--- src/rtl/lpfp_pkg.sv ---
// Shared types and constants for the length-prefixed frame parser.
package lpfp_pkg;

  localparam int unsigned BYTE_W = 8;
  localparam int unsigned POS_W  = 9;

  // Frame position codes; payload positions run from POS_PAYLOAD upward.
  localparam logic [POS_W-1:0] POS_IDLE    = 9'd0;
  localparam logic [POS_W-1:0] POS_TYPE    = 9'd1;
  localparam logic [POS_W-1:0] POS_LEN     = 9'd2;
  localparam logic [POS_W-1:0] POS_PAYLOAD = 9'd3;

  // Configuration register indexes.
  localparam int unsigned CFG_IDX_W = 1;
  localparam logic [CFG_IDX_W-1:0] REG_START_BYTE = 1'b0;
  localparam logic [CFG_IDX_W-1:0] REG_MAX_LENGTH = 1'b1;

  localparam logic [BYTE_W-1:0] START_BYTE_RST = 8'd2;
  localparam logic [BYTE_W-1:0] MAX_LENGTH_RST = 8'd64;

  typedef struct packed {
    logic [BYTE_W-1:0] frame_type;
    logic [BYTE_W-1:0] payload_byte;
    logic [BYTE_W-1:0] byte_offset;
    logic              is_last;
    logic              is_empty;
    logic              is_abort;
  } result_t;

endpackage

--- src/rtl/lpfp_core.sv ---
// Frame state registers and the per-byte parse logic.
module lpfp_core (
  input  logic                          clk,
  input  logic                          rst,
  input  logic                          step,
  input  logic [lpfp_pkg::BYTE_W-1:0]   rx_byte,
  input  logic [lpfp_pkg::BYTE_W-1:0]   start_byte,
  input  logic [lpfp_pkg::BYTE_W-1:0]   max_length,
  output logic                          res_valid,
  output lpfp_pkg::result_t             res
);
  import lpfp_pkg::*;

  logic [POS_W-1:0]  position;
  logic [POS_W-1:0]  position_next;
  logic [POS_W-1:0]  end_position;
  logic [POS_W-1:0]  end_position_next;
  logic [BYTE_W-1:0] held_type;
  logic [BYTE_W-1:0] held_type_next;
  logic [POS_W-1:0]  pay_idx;
  logic [BYTE_W-1:0] idx;
  logic              room;

  assign pay_idx = position - POS_PAYLOAD;
  assign idx     = pay_idx[BYTE_W-1:0];
  // A non-final byte is kept only while index + 1 stays below max_length.
  assign room    = ({1'b0, idx} + 9'd1) < {1'b0, max_length};

  always_comb begin
    position_next     = position;
    end_position_next = end_position;
    held_type_next    = held_type;
    res_valid         = 1'b0;
    res.frame_type    = held_type;
    res.payload_byte  = '0;
    res.byte_offset   = '0;
    res.is_last       = 1'b0;
    res.is_empty      = 1'b0;
    res.is_abort      = 1'b0;
    if (position == POS_IDLE) begin
      if (rx_byte == start_byte) begin
        position_next = POS_TYPE;
      end
    end else if (position == POS_TYPE) begin
      held_type_next = rx_byte;
      position_next  = POS_LEN;
    end else if (position == POS_LEN) begin
      if (rx_byte == '0) begin
        position_next = POS_IDLE;
        res_valid     = 1'b1;
        res.is_last   = 1'b1;
        res.is_empty  = 1'b1;
      end else begin
        end_position_next = {1'b0, rx_byte} + POS_LEN;
        position_next     = POS_PAYLOAD;
      end
    end else begin
      res_valid       = 1'b1;
      res.byte_offset = idx;
      if ((position < end_position) && room) begin
        position_next    = position + 9'd1;
        res.payload_byte = rx_byte;
      end else if (position == end_position) begin
        position_next    = POS_IDLE;
        res.payload_byte = rx_byte;
        res.is_last      = 1'b1;
      end else begin
        position_next = POS_IDLE;
        res.is_abort  = 1'b1;
      end
    end
  end

  always_ff @(posedge clk) begin
    if (rst) begin
      position     <= POS_IDLE;
      end_position <= '0;
      held_type    <= '0;
    end else if (step) begin
      position     <= position_next;
      end_position <= end_position_next;
      held_type    <= held_type_next;
    end
  end

endmodule

--- src/rtl/lpfp_out_reg.sv ---
// Result register that holds one finished result until it is taken.
module lpfp_out_reg (
  input  logic               clk,
  input  logic               rst,
  input  logic               load,
  input  lpfp_pkg::result_t  load_res,
  input  logic               take,
  output logic               valid,
  output lpfp_pkg::result_t  res
);
  import lpfp_pkg::*;

  always_ff @(posedge clk) begin
    if (rst) begin
      valid <= 1'b0;
    end else if (load) begin
      valid <= 1'b1;
    end else if (take) begin
      valid <= 1'b0;
    end
  end

  always_ff @(posedge clk) begin
    if (load) begin
      res <= load_res;
    end
  end

endmodule

--- src/rtl/length_prefixed_frame_parser_unit.sv ---
// A byte's result reaches the master side via the input register, the parse logic
// and the result register. Throughput: one byte per cycle unless the master stalls;
// both registers advance together whenever the result register is free.
// While a result waits, one more byte can be taken into the input register.
// Reset (rst, synchronous, active high) returns the parser to idle, clears both
// stage valids and restores start_byte to 2 and max_length to 64.
module length_prefixed_frame_parser_unit (
  input  logic                                 clk,
  input  logic                                 rst,
  // Slave side: tdata[7:0] = rx_byte.
  input  logic                                 s_tvalid,
  output logic                                 s_tready,
  input  logic [7:0]                           s_tdata,
  // Master side: tdata[7:0] = frame_type, [15:8] = payload_byte, [23:16] = byte_offset.
  output logic                                 m_tvalid,
  input  logic                                 m_tready,
  output logic [23:0]                          m_tdata,
  output logic                                 m_tlast,
  // tuser[0] = is_empty, tuser[1] = is_abort.
  output logic [1:0]                           m_tuser,
  // Configuration write port.
  input  logic                                 cfg_we,
  input  logic [lpfp_pkg::CFG_IDX_W-1:0]       cfg_index,
  input  logic [lpfp_pkg::BYTE_W-1:0]          cfg_data
);
  import lpfp_pkg::*;

  logic [BYTE_W-1:0] start_byte;
  logic [BYTE_W-1:0] max_length;

  // Input register stage.
  logic              in_valid;
  logic [BYTE_W-1:0] in_byte;
  logic              advance;
  logic              out_free;

  logic              core_res_valid;
  result_t           core_res;
  result_t           out_res;

  // Configuration registers. A write takes effect from the next byte the
  // parser processes on.
  always_ff @(posedge clk) begin
    if (rst) begin
      start_byte <= START_BYTE_RST;
      max_length <= MAX_LENGTH_RST;
    end else if (cfg_we) begin
      case (cfg_index)
        REG_START_BYTE: start_byte <= cfg_data;
        REG_MAX_LENGTH: max_length <= cfg_data;
        default: ;
      endcase
    end
  end

  // The result register can take a new result when it is empty or being
  // drained this cycle. The held byte advances whenever that holds; a byte
  // that gives no result never needs the result register but waits the same.
  assign out_free = !m_tvalid || m_tready;
  assign advance  = in_valid && out_free;
  assign s_tready = !in_valid || out_free;

  always_ff @(posedge clk) begin
    if (rst) begin
      in_valid <= 1'b0;
    end else if (s_tready) begin
      in_valid <= s_tvalid;
    end
  end

  always_ff @(posedge clk) begin
    if (s_tvalid && s_tready) begin
      in_byte <= s_tdata;
    end
  end

  lpfp_core u_core (
    .clk        (clk),
    .rst        (rst),
    .step       (advance),
    .rx_byte    (in_byte),
    .start_byte (start_byte),
    .max_length (max_length),
    .res_valid  (core_res_valid),
    .res        (core_res)
  );

  lpfp_out_reg u_out (
    .clk      (clk),
    .rst      (rst),
    .load     (advance && core_res_valid),
    .load_res (core_res),
    .take     (m_tready),
    .valid    (m_tvalid),
    .res      (out_res)
  );

  assign m_tdata = {out_res.byte_offset, out_res.payload_byte, out_res.frame_type};
  assign m_tlast = out_res.is_last;
  assign m_tuser = {out_res.is_abort, out_res.is_empty};

endmodule

--- config.mk ---
export PLATFORM = sky130hd
export DESIGN_NAME = length_prefixed_frame_parser_unit
export DESIGN_NICKNAME = d
export VERILOG_FILES = /design/src/rtl/lpfp_pkg.sv /design/src/rtl/lpfp_core.sv /design/src/rtl/lpfp_out_reg.sv /design/src/rtl/length_prefixed_frame_parser_unit.sv
export SDC_FILE = /design/constraint.sdc
export NUM_CORES = 1
export LEC_CHECK = 0
export ABC_AREA = 1
export ABC_CLOCK_PERIOD_IN_PS = 7500
export BUFFER_PORTS_ARGS = -buffer_cell sky130_fd_sc_hd__buf_2
export CORE_MARGIN = 10
export CORE_UTILIZATION = 45
export CTS_BUF_LIST = sky130_fd_sc_hd__clkbuf_8
export CTS_CLUSTER_DIAMETER = 50
export DETAILED_ROUTE_END_ITERATION = 16
export GPL_ROUTABILITY_DRIVEN = 0
export GPL_TIMING_DRIVEN = 0
export PLACE_DENSITY = 0.61
export SLEW_MARGIN = 10
export SYNTH_ARGS = -nofsm -noshare
export SYNTH_HDL_FRONTEND = slang
export SYNTH_SLANG_ARGS = --single-unit
--- constraint.sdc ---
create_clock -name clk -period 7.5 [get_ports clk]
set_input_delay 0.375 -clock clk [delete_from_list [all_inputs] [get_ports clk]]
set_output_delay 0.375 -clock clk [all_outputs]
set_load 0.02 [all_outputs]
==> results of run 1 <==
## cells in the mapped netlist
library cell   n
nand2_1       76
inv_1         65
nor2_1        47
dfxtp_1       44
a21oi_1       37
edfxtp_1      35
o21ai_0       25
nand3_1       24
ha_1          22
nor3_1        14
xor2_1        13
nand4_1       11
inv_2          6
buf_2          5
nand2_2        5
xnor2_1        5
nor2_2         4
o21ai_2        4
clkbuf_1       3
nand3_2        3
nor2_4         3
buf_6          2
nor4_1         2
o211ai_1       2
a211o_1        1
and3_4         1
clkinv_1       1
nand2_4        1
nand4_2        1
nor3_2         1
o21bai_1       1
or2_1          1
or2_2          1
## metrics by stage
| step | total power, mW | instance area (um^2) | hold WS [ns] | utilization [%] |
|---|---|---|---|---|
| final | 0.805 | 4540 | 0.191 | 52.4 |
| after global routing | 0.838 | 4540 | 0.168 | 52.4 |
| after detailed placement | 0.522 | 4370 | 0.418 | 50.3 |
| after global placement | 0.521 | 4370 | 0.416 | 50.3 |
| after CTS | 0.812 | 4540 | 0.181 | 52.4 |
| after floorplan | 0.503 | 3980 | 0.409 | - |
## worst min-delay path by stage
stage | to | cells past startpoint
2_1_floorplan | u_out.res[19]$_DFFE_PP_ | 0
3_3_place_gp | u_out.res[22]$_DFFE_PP_ | 0
3_5_place_dp | u_out.res[19]$_DFFE_PP_ | 0
4_1_cts | in_byte[5]$_DFFE_PP_ | 1
5_1_grt | in_byte[5]$_DFFE_PP_ | 1
6_report | in_byte[5]$_DFFE_PP_ | 1
## power by group through the flow
stage,Sequential [mW],Combinational (mW),Clock [mW]
global placement,0.471,0.0494,0
detailed placement,0.471,0.0505,0
CTS,0.461,0.0508,0.300
finish,0.461,0.0508,0.293
global route,0.462,0.0583,0.317
floorplan,0.470,0.0335,0
## critical path, cell delays in order (launching register included)
cell	delay, ns
dfxtp_1	0.59
inv_1	0.25
ha_1	0.37
inv_1	0.09
nor3_2	0.22
nand4_1	0.16
nor3_1	0.20
xor2_1	0.12
ha_1	0.22
a211o_1	0.23
a21oi_1	0.30
nand3_2	0.17
nand2_1	0.14
inv_2	0.08
nor3_1	0.19
## cell families after synthesis
group	count (synthesis)	synth area share [%]
AND/OR/NAND/NOR	195	22.9
buffers and inverters	82	8.26
flip-flops	79	48.5
AO/OA/AOI/OAI	70	9.46
adder cells (fa/ha/maj)	22	6.91
XOR/XNOR	18	3.96
## area by class of cell
cell class              instances  area (um^2)  share of cell area, %
flip-flops and latches         79         1930                   42.5
clock inverters                 7         53.8                   1.18
repair buffers                 50          250                   5.51
well taps                     108          135                   2.97
inverters                      72          270                   5.95
clock buffers                   9          124                   2.73
plain buffers                  10         58.8                   1.29
multi-input cells             305         1720                   37.9
## layer usage
layer	up-vias	global-route usage, %
met1	1492	18.4
met5	-	0
met2	91	22.3
met4	0	5.43
met3	10	3.77
li1	1652	-
## placed cells by master, fill, tap and decap left out, types with 2 or more instances in the layout
cell / Yosys / routed
nand2_1: 76 / 76
nand3_1: 24 / 24
nor3_1: 14 / 14
o21ai_2: 4 / 4
nor2_2: 4 / 4
clkbuf_8: 0 / 9
o211ai_1: 2 / 2
a21oi_1: 37 / 37
inv_1: 65 / 65
clkinvlp_4: 0 / 2
buf_2: 5 / 55
inv_6: 0 / 3
clkinv_1: 1 / 2
ha_1: 22 / 22
xor2_1: 13 / 13
nand2_2: 5 / 5
dfxtp_1: 44 / 44
inv_2: 6 / 6
nor2_4: 3 / 3
nand3_2: 3 / 3
nor2_1: 47 / 47
buf_6: 2 / 2
o21ai_0: 25 / 25
clkbuf_1: 3 / 3
edfxtp_1: 35 / 35
nor4_1: 2 / 2
nand4_1: 11 / 11
xnor2_1: 5 / 5
## sequential cells by signal, summed over array words and instances (netlist names)
name	count
in_valid	1
u_core.held_type	8
start_byte	8
u_out.valid	1
u_core.position	9
u_out.res	27
in_byte	8
max_length	8
u_core.end_position	9
==> results.md, run 1 <==
* Reg clk slew, reported paths at 0.09 ns
* Worst Setup Path Type: register to register
* Finished Layout Cells at 640
* Synth Cell Area at 0.00398 mm^2
* Fmax at 285 MHz
* Core area at 0.00868 mm^2
* Syn avg cell area at 8.54 um^2
* Initial antenna violation count at 0
* # diodes at 0
* Detailed-route wire length at 9090 um
* Worst setup margin at 3.99 ns
* Combinational Power Share at 6.3%
* Ranking of synthesized cells by area: edfxtp_1, dfxtp_1, nand2_1
* Max Cap Viol at 0
* # port buffers at 50
* First-pass GRT wire length at 15100 um
* Drt drc at 0
* Gr usage total at 14.3%
* Dpl cells at 624
* Flop pwr share at 57.3%
* Worst Clk Skew at 0.0117 ns
* Post-synthesis register bit count at 79
* CP Launch Point: u_core.position[0]$_SDFFE_PP0P_
* Hold-fix buffers, CTS at 0
* Worst hold start: s_tdata[5]
* Setup_tns at 0 ns
* Power Dens Cells at 177 mW/mm^2
* Critical path arrival at 3.69 ns
* Wire length on met2 at 4200 um
* VDD IR max at 0.117 mV
* Cell count after synthesis at 466
* Status: completed
* FF-to-FF End: u_out.res[16]$_SDFFCE_PP0P_
* Resize count post-CTS at 0
* Area growth syn-to-layout at 14.1%
* Die area at 0.0130 mm^2
* Switching power at 208 uW
* Hold Fails Final Rpt at 0
* Leakage power at 2.05 nW
* Largest net degree at the start of global routing at 28
* Starting Density at 45.9%
* Least-Margin Pin Slew at 1.11 ns
* GR Overflow Total at 0
* CTS buffer count at 9
* Final nets at 571
* # IOs at 51
* Via count at 3245
* Worst R2R Path Depth at 14
* CTS tree: done
* Number of global-route vias before repair at 3186
* DR top layer: met4
* Internal at 597 uW
* Worst setup SP type: register
* Detailed Routing Iterations Pass 1 at 5
* Vias per cell at 5.07
* Dominant cell type by area after synthesis: edfxtp_1
* DRT iter0 DRCs at 205
* FF-to-FF Start: u_core.position[0]$_SDFFE_PP0P_
* Chip Width at 114 um
* Row count at 34
* RSZ-0062 raised after global routing: no
* Syn. warnings at 0
* Crit path to: u_out.res[16]$_SDFFCE_PP0P_
* R2r setup slk at 3.99 ns
* HP Class: input port to register
* CTS Root Cell: clkbuf_8
* Wire length on met3 at 513 um
* Finish-stage setup viols at 0
* Seq/Total Area, Yosys at 48.5%
* Met1 WL at 4260 um
* Slew margin rel. at 26.0%
* Avg WL per Cell at 14.2 um
* Chip height at 114 um
* Sink Count at 79
* Post-synth top area share at 26.4%
* Antenna-violating nets left at 0
* Tmin final at 3.51 ns
* Sw frac at 25.8%
* Setup repair bufs after CTS at 0
* Layout cells sized above 1 at 19.2%
* Clk Latency, worst-skew pair at 0.35 ns
* Period utilisation layout at 46.8%
* Post-DP HPWL at 7090 um
* Worst Setup End Kind: register
* Worst EP required at 7.68 ns
* CTS HTree Levels at 3
* Max Slew Vio Count at 0
* Yosys cell types at 33
* Number of fillers in the final layout at 862
* Clk pwr share at 36.4%
* Net Count, Synth at 510
* Worst Path Max Fanout at 8
* Max Root-Sink Buffers at 2
* Placement Setup Slack at 4.09 ns
Power figures use the tool's default switching activity.
==> inputs of run 2 (changes only) <==
- ABC_CLOCK_PERIOD_IN_PS: 7500 -> 3110
- PLACE_DENSITY: 0.61 -> 0.63
- clock period: 7.5 -> 3.11 ns (I/O delays scaled with it)
==> run 2 against run 1 <==
Compared with the run above:
- die area unchanged
- first-iteration DRC count decreased by 1.5%
- largest cell class unchanged
- critical endpoint is now u_out.res[11]$_SDFFCE_PP0P_
- clock power is 150% higher
- via count grew 2.1%
- clock skew is 0.0023 ns lower
- routed wire length increased by 3.2%
- largest power group unchanged
==> results.md, run 2 (synthesis gave the netlist of run 1 again) <==
* Most frequent cells in the layout: nand2_1, inv_1, buf_2
* Number of global-route vias before repair at 3312
* Area growth syn-to-layout at 20.0%
* Hold Fails Final Rpt at 0
* Post-Place Cell Area at 0.00437 mm^2
* Worst setup SP type: register
* # diodes at 0
* Detailed-route wire length at 9390 um
* Worst R2R Path Depth at 14
* # IOs at 51
* Max Slew Vio Count at 0
* Die area at 0.0130 mm^2
* First-pass GRT wire length at 15700 um
* CTS HTree Levels at 3
* CTS tree: done
* Antenna-violating nets left at 0
* Worst setup margin at 0.140 ns
* VDD IR max at 0.243 mV
* Largest net degree at the start of global routing at 28
* Chip Width at 114 um
* Max FFs per register at 27
* Reg clk slew, reported paths at 0.09 ns
* Placement Setup Slack at -0.303 ns
* Final core utilization at 55.0%
* Worst Path Max Fanout at 8
* GR Overflow Total at 0
* Final nets at 586
* Drt drc at 0
* Detailed Routing Iterations Pass 1 at 5
* Starting Density at 45.9%
* Period utilisation layout at 95.5%
* DRT iter0 DRCs at 202
* FF-to-FF End: u_out.res[11]$_SDFFCE_PP0P_
* Initial antenna violation count at 0
* Sink Count at 79
* Power Dens Cells at 412 mW/mm^2
* Fin area at 0.00478 mm^2
* Worst Clk Skew at 0.00943 ns
* Layout cells sized above 1 at 22.5%
* Worst Setup Path Type: register to register
* FF-to-FF Start: u_core.position[0]$_SDFFE_PP0P_
* Critical path arrival at 3.17 ns
* Least-Margin Pin Slew at 1.16 ns
* Gr usage total at 14.7%
* Setup_tns at 0 ns
* Max Root-Sink Buffers at 2
* Avg WL per Cell at 14.3 um
* Number of fillers in the final layout at 813
* Hold path cells at 2
* Via count at 3314
* Most flop-heavy register: u_out.res
* Commonest non-fill, non-tap cell in the layout: nand2_1
* Overall power at 1.97 mW
* Row count at 34
* Worst EP required at 3.31 ns
* CTS buffer count at 9
* CP Launch Point: u_core.position[0]$_SDFFE_PP0P_
* Fmax at 337 MHz
* Largest registers: u_out.res: 27 flops, u_core.end_position: 9 flops, u_core.position: 9 flops
* Max Cap Viol at 0
* Worst Setup End Kind: register
* Finish-stage setup viols at 0
* Leakage power at 2.13 nW
* Core area at 0.00868 mm^2
* Tmin final at 2.97 ns
* CTS Root Cell: clkbuf_8
* Status: completed
* Clk Latency, worst-skew pair at 0.36 ns
* # port buffers at 50
* HP Class: input port to register
* Post-DP HPWL at 7100 um
* Slew margin rel. at 22.7%
* R2r setup slk at 0.14 ns
* Vias per cell at 5.06
* Chip height at 114 um
* Crit path to: u_out.res[11]$_SDFFCE_PP0P_
[run 2: cell type report]
type	instances	area (um^2)	area share, %
buffer	10	58.8	1.23
clock buffer	10	138	2.88
clock inverter	6	51.3	1.07
inverter	72	274	5.74
multi-input combinational	305	1800	37.6
sequential	79	1940	40.6
tap	108	135	2.83
timing repair buffer	65	383	8.01
[run 2: timing repair]
item | CTS | global route
setup endpoints to repair | 19 | 19
hold buffers | 8 | 0
hold endpoints to repair | 8 | 0
pin swaps | 0 | 4
gates resized for setup | 4 | 15
cloned | 0 | 0
buffers inserted | 0 | 7
[run 2: how the worst min path moves through the flow]
stage / slack, ns / start / endpoint
2_1_floorplan: 0.22 / rst / u_core.held_type[0]$_SDFFE_PP0P_
3_3_place_gp: 0.33 / s_tdata[3] / in_byte[3]$_DFFE_PP_
5_1_grt: 0.02 / rst / u_core.held_type[0]$_SDFFE_PP0P_
3_5_place_dp: 0.33 / s_tdata[0] / in_byte[0]$_DFFE_PP_
4_1_cts: 0.02 / rst / u_core.held_type[0]$_SDFFE_PP0P_
6_report: 0.02 / rst / u_core.held_type[0]$_SDFFE_PP0P_
[run 2: report_power, final]
group / total, mW / switching [mW] / leakage, nW / internal [mW]
Combinational: 0.134 / 0.0801 / 1.34 / 0.0535
Clock: 0.726 / 0.403 / 0.0939 / 0.323
Sequential: 1.11 / 0.0142 / 0.700 / 1.10
Total: 1.97 / 0.497 / 2.13 / 1.47
[run 2: metal layers]
layer	wire length (um)	GRT usage [%]
met1	4350	19.3
met2	4440	23.4
met3	417	3.14
met5	0	0
met4	179	5.18
[run 2: worst max-delay path, stage by stage (launching register included)]
cell        delay [ns]
dfxtp_4           0.42
clkinvlp_4        0.17
ha_4              0.30
inv_1             0.08
nor3_4            0.20
nand4_1           0.17
nor3_2            0.20
xor2_1            0.11
ha_1              0.21
a211o_1           0.26
a21oi_4           0.19
nand3_4           0.13
nand2_2           0.11
inv_2             0.09
nor3_1            0.16
[run 2: stage by stage]
step / hold slack (ns) / instances
2_1_floorplan: 0.225 / 466
3_3_place_gp: 0.333 / 624
3_5_place_dp: 0.334 / 624
4_1_cts: 0.0198 / 648
5_1_grt: 0.0155 / 655
6_report: 0.0214 / 655
==> inputs of run 3 (changes only) <==
- CORE_MARGIN: 10 -> 2
==> run 3 against run 2 <==
Compared with the run above:
- setup slack got worse by 0.0020 ns
- non-clock buffer count decreased by 3
- core utilization increased by 0.054 points
- final cell count decreased by 0.46%
- cell area decreased by 0.39%
- sequential power about the same
==> results.md, run 3 (synthesis gave the netlist of run 1 again) <==
* Worst Clk Skew at 0.0114 ns
* Worst Setup Path Type: register to register
* Largest net degree at the start of global routing at 28
* Most frequent cells in the layout: nand2_1, inv_1, buf_2
* # port buffers at 50
* Status: completed
* # diodes at 0
* Final core utilization at 55.1%
* CTS buffer count at 9
* Row count at 34
* Detailed-route wire length at 8900 um
* Final nets at 583
* Fmax at 336 MHz
* WHS at 0.0164 ns
* Slew margin rel. at 34.2%
* Reg clk slew, reported paths at 0.09 ns
* Drt drc at 0
* Overall power at 2.10 mW
* Number of global-route vias before repair at 3044
* CTS Root Cell: clkbuf_8
* Chip height at 98.1 um
* Worst setup margin at 0.138 ns
* Leakage power at 2.14 nW
* Tmin final at 2.97 ns
* Avg WL per Cell at 13.7 um
* First-pass GRT wire length at 14400 um
* Gr usage total at 19.0%
* Detailed Routing Iterations Pass 1 at 4
* Max Root-Sink Buffers at 2
* HP Class: input port to register
* Worst EP required at 3.30 ns
* Layout cells sized above 1 at 21.7%
* GR Overflow Total at 0
* Finish-stage setup viols at 0
* # IOs at 51
* Period utilisation layout at 95.6%
* Vias per cell at 5.07
* Worst Path Max Fanout at 8
* VDD IR max at 0.252 mV
* Max Cap Viol at 0
* Via count at 3305
* Core area at 0.00864 mm^2
* Antenna-violating nets left at 0
* Chip Width at 98.1 um
* Commonest non-fill, non-tap cell in the layout: nand2_1
* Sink Count at 79
* Placement Setup Slack at -0.205 ns
* Max FFs per register at 27
* Clk Latency, worst-skew pair at 0.36 ns
* Worst Setup End Kind: register
* Most flop-heavy register: u_out.res
* Area growth syn-to-layout at 19.5%
* Post-DP HPWL at 6610 um
* CTS tree: done
* Initial antenna violation count at 0
* Critical path arrival at 3.16 ns
* RSZ-0062 raised after global routing: yes
* Largest registers: u_out.res: 27 flops, u_core.end_position: 9 flops, u_core.position: 9 flops
* Worst setup SP type: register
* Starting Density at 46.1%
* Hold Fails Final Rpt at 0
* DRT iter0 DRCs at 160
* Max Slew Vio Count at 0
* Die area at 0.00962 mm^2
* CTS HTree Levels at 3
* Power Dens Cells at 440 mW/mm^2
* Least-Margin Pin Slew at 0.986 ns
==> run 3: per-layer routing <==
layer	global-route usage (%)	share of wire [%]	routed length, um	vias to the layer above
li1	-	-	-	1674
met1	26.1	46	4100	1533
met2	29.5	46	4090	82
met3	3.29	6.1	540	16
met4	8.23	1.9	173	0
met5	0	0	0	-
==> run 3: cell type report <==
| type | count | area [um^2] |
|---|---|---|
| Timing Repair Buffer | 62 | 360 |
| Clock inverter | 7 | 97.6 |
| Buffer | 10 | 58.8 |
| Multi-Input combinational cell | 305 | 1770 |
| Inverter | 72 | 274 |
| Fill cell | 808 | 3880 |
| Tap cell | 108 | 135 |
| Clock buffer | 9 | 124 |
| Sequential cell | 79 | 1940 |
==> run 3: metrics by stage <==
stage	setup TNS, ns	instance area, um^2	instances
floorplan	0	3980	466
global placement	-1.43	4370	624
detailed placement	-2.16	4370	624
CTS	0	4670	648
global route	-0.430	4760	652
finish	0	4760	652
==> run 3: critical path, stage by stage, from the launching register on <==
cell        delay [ns]
dfxtp_4           0.41
clkinvlp_4        0.13
ha_1              0.33
inv_1             0.08
nor3_2            0.23
nand4_1           0.22
nor3_2            0.19
xor2_1            0.11
ha_1              0.19
a211o_1           0.26
a21oi_4           0.17
nand3_2           0.13
nand2_1           0.11
inv_2             0.08
nor3_1            0.17
==> run 3: power breakdown <==
group	internal, mW	switching [mW]	leakage, nW
logic	0.0531	0.0811	1.32
clock network	0.454	0.397	0.111
registers	1.10	0.0130	0.700
total	1.60	0.491	2.14
==> run 3: final timing paths <==
path                                     from  depth (start not counted)  slack [ns]                                to
max           u_core.position[0]$_SDFFE_PP0P_                         14        0.14       u_out.res[11]$_SDFFCE_PP0P_
max reg2reg   u_core.position[0]$_SDFFE_PP0P_                         14        0.14       u_out.res[11]$_SDFFCE_PP0P_
min reg2reg  u_core.held_type[2]$_SDFFE_PP0P_                          0        0.44           u_out.res[21]$_DFFE_PP_
min                                       rst                          2        0.02  u_core.held_type[0]$_SDFFE_PP0P_
==> run 3: what timing repair did <==
action,in CTS,in global routing
setup endpoints to repair,18,19
buffers inserted,0,4
endpoints found under the hold margin,8,0
hold buffers,8,0
gates resized for setup,2,13
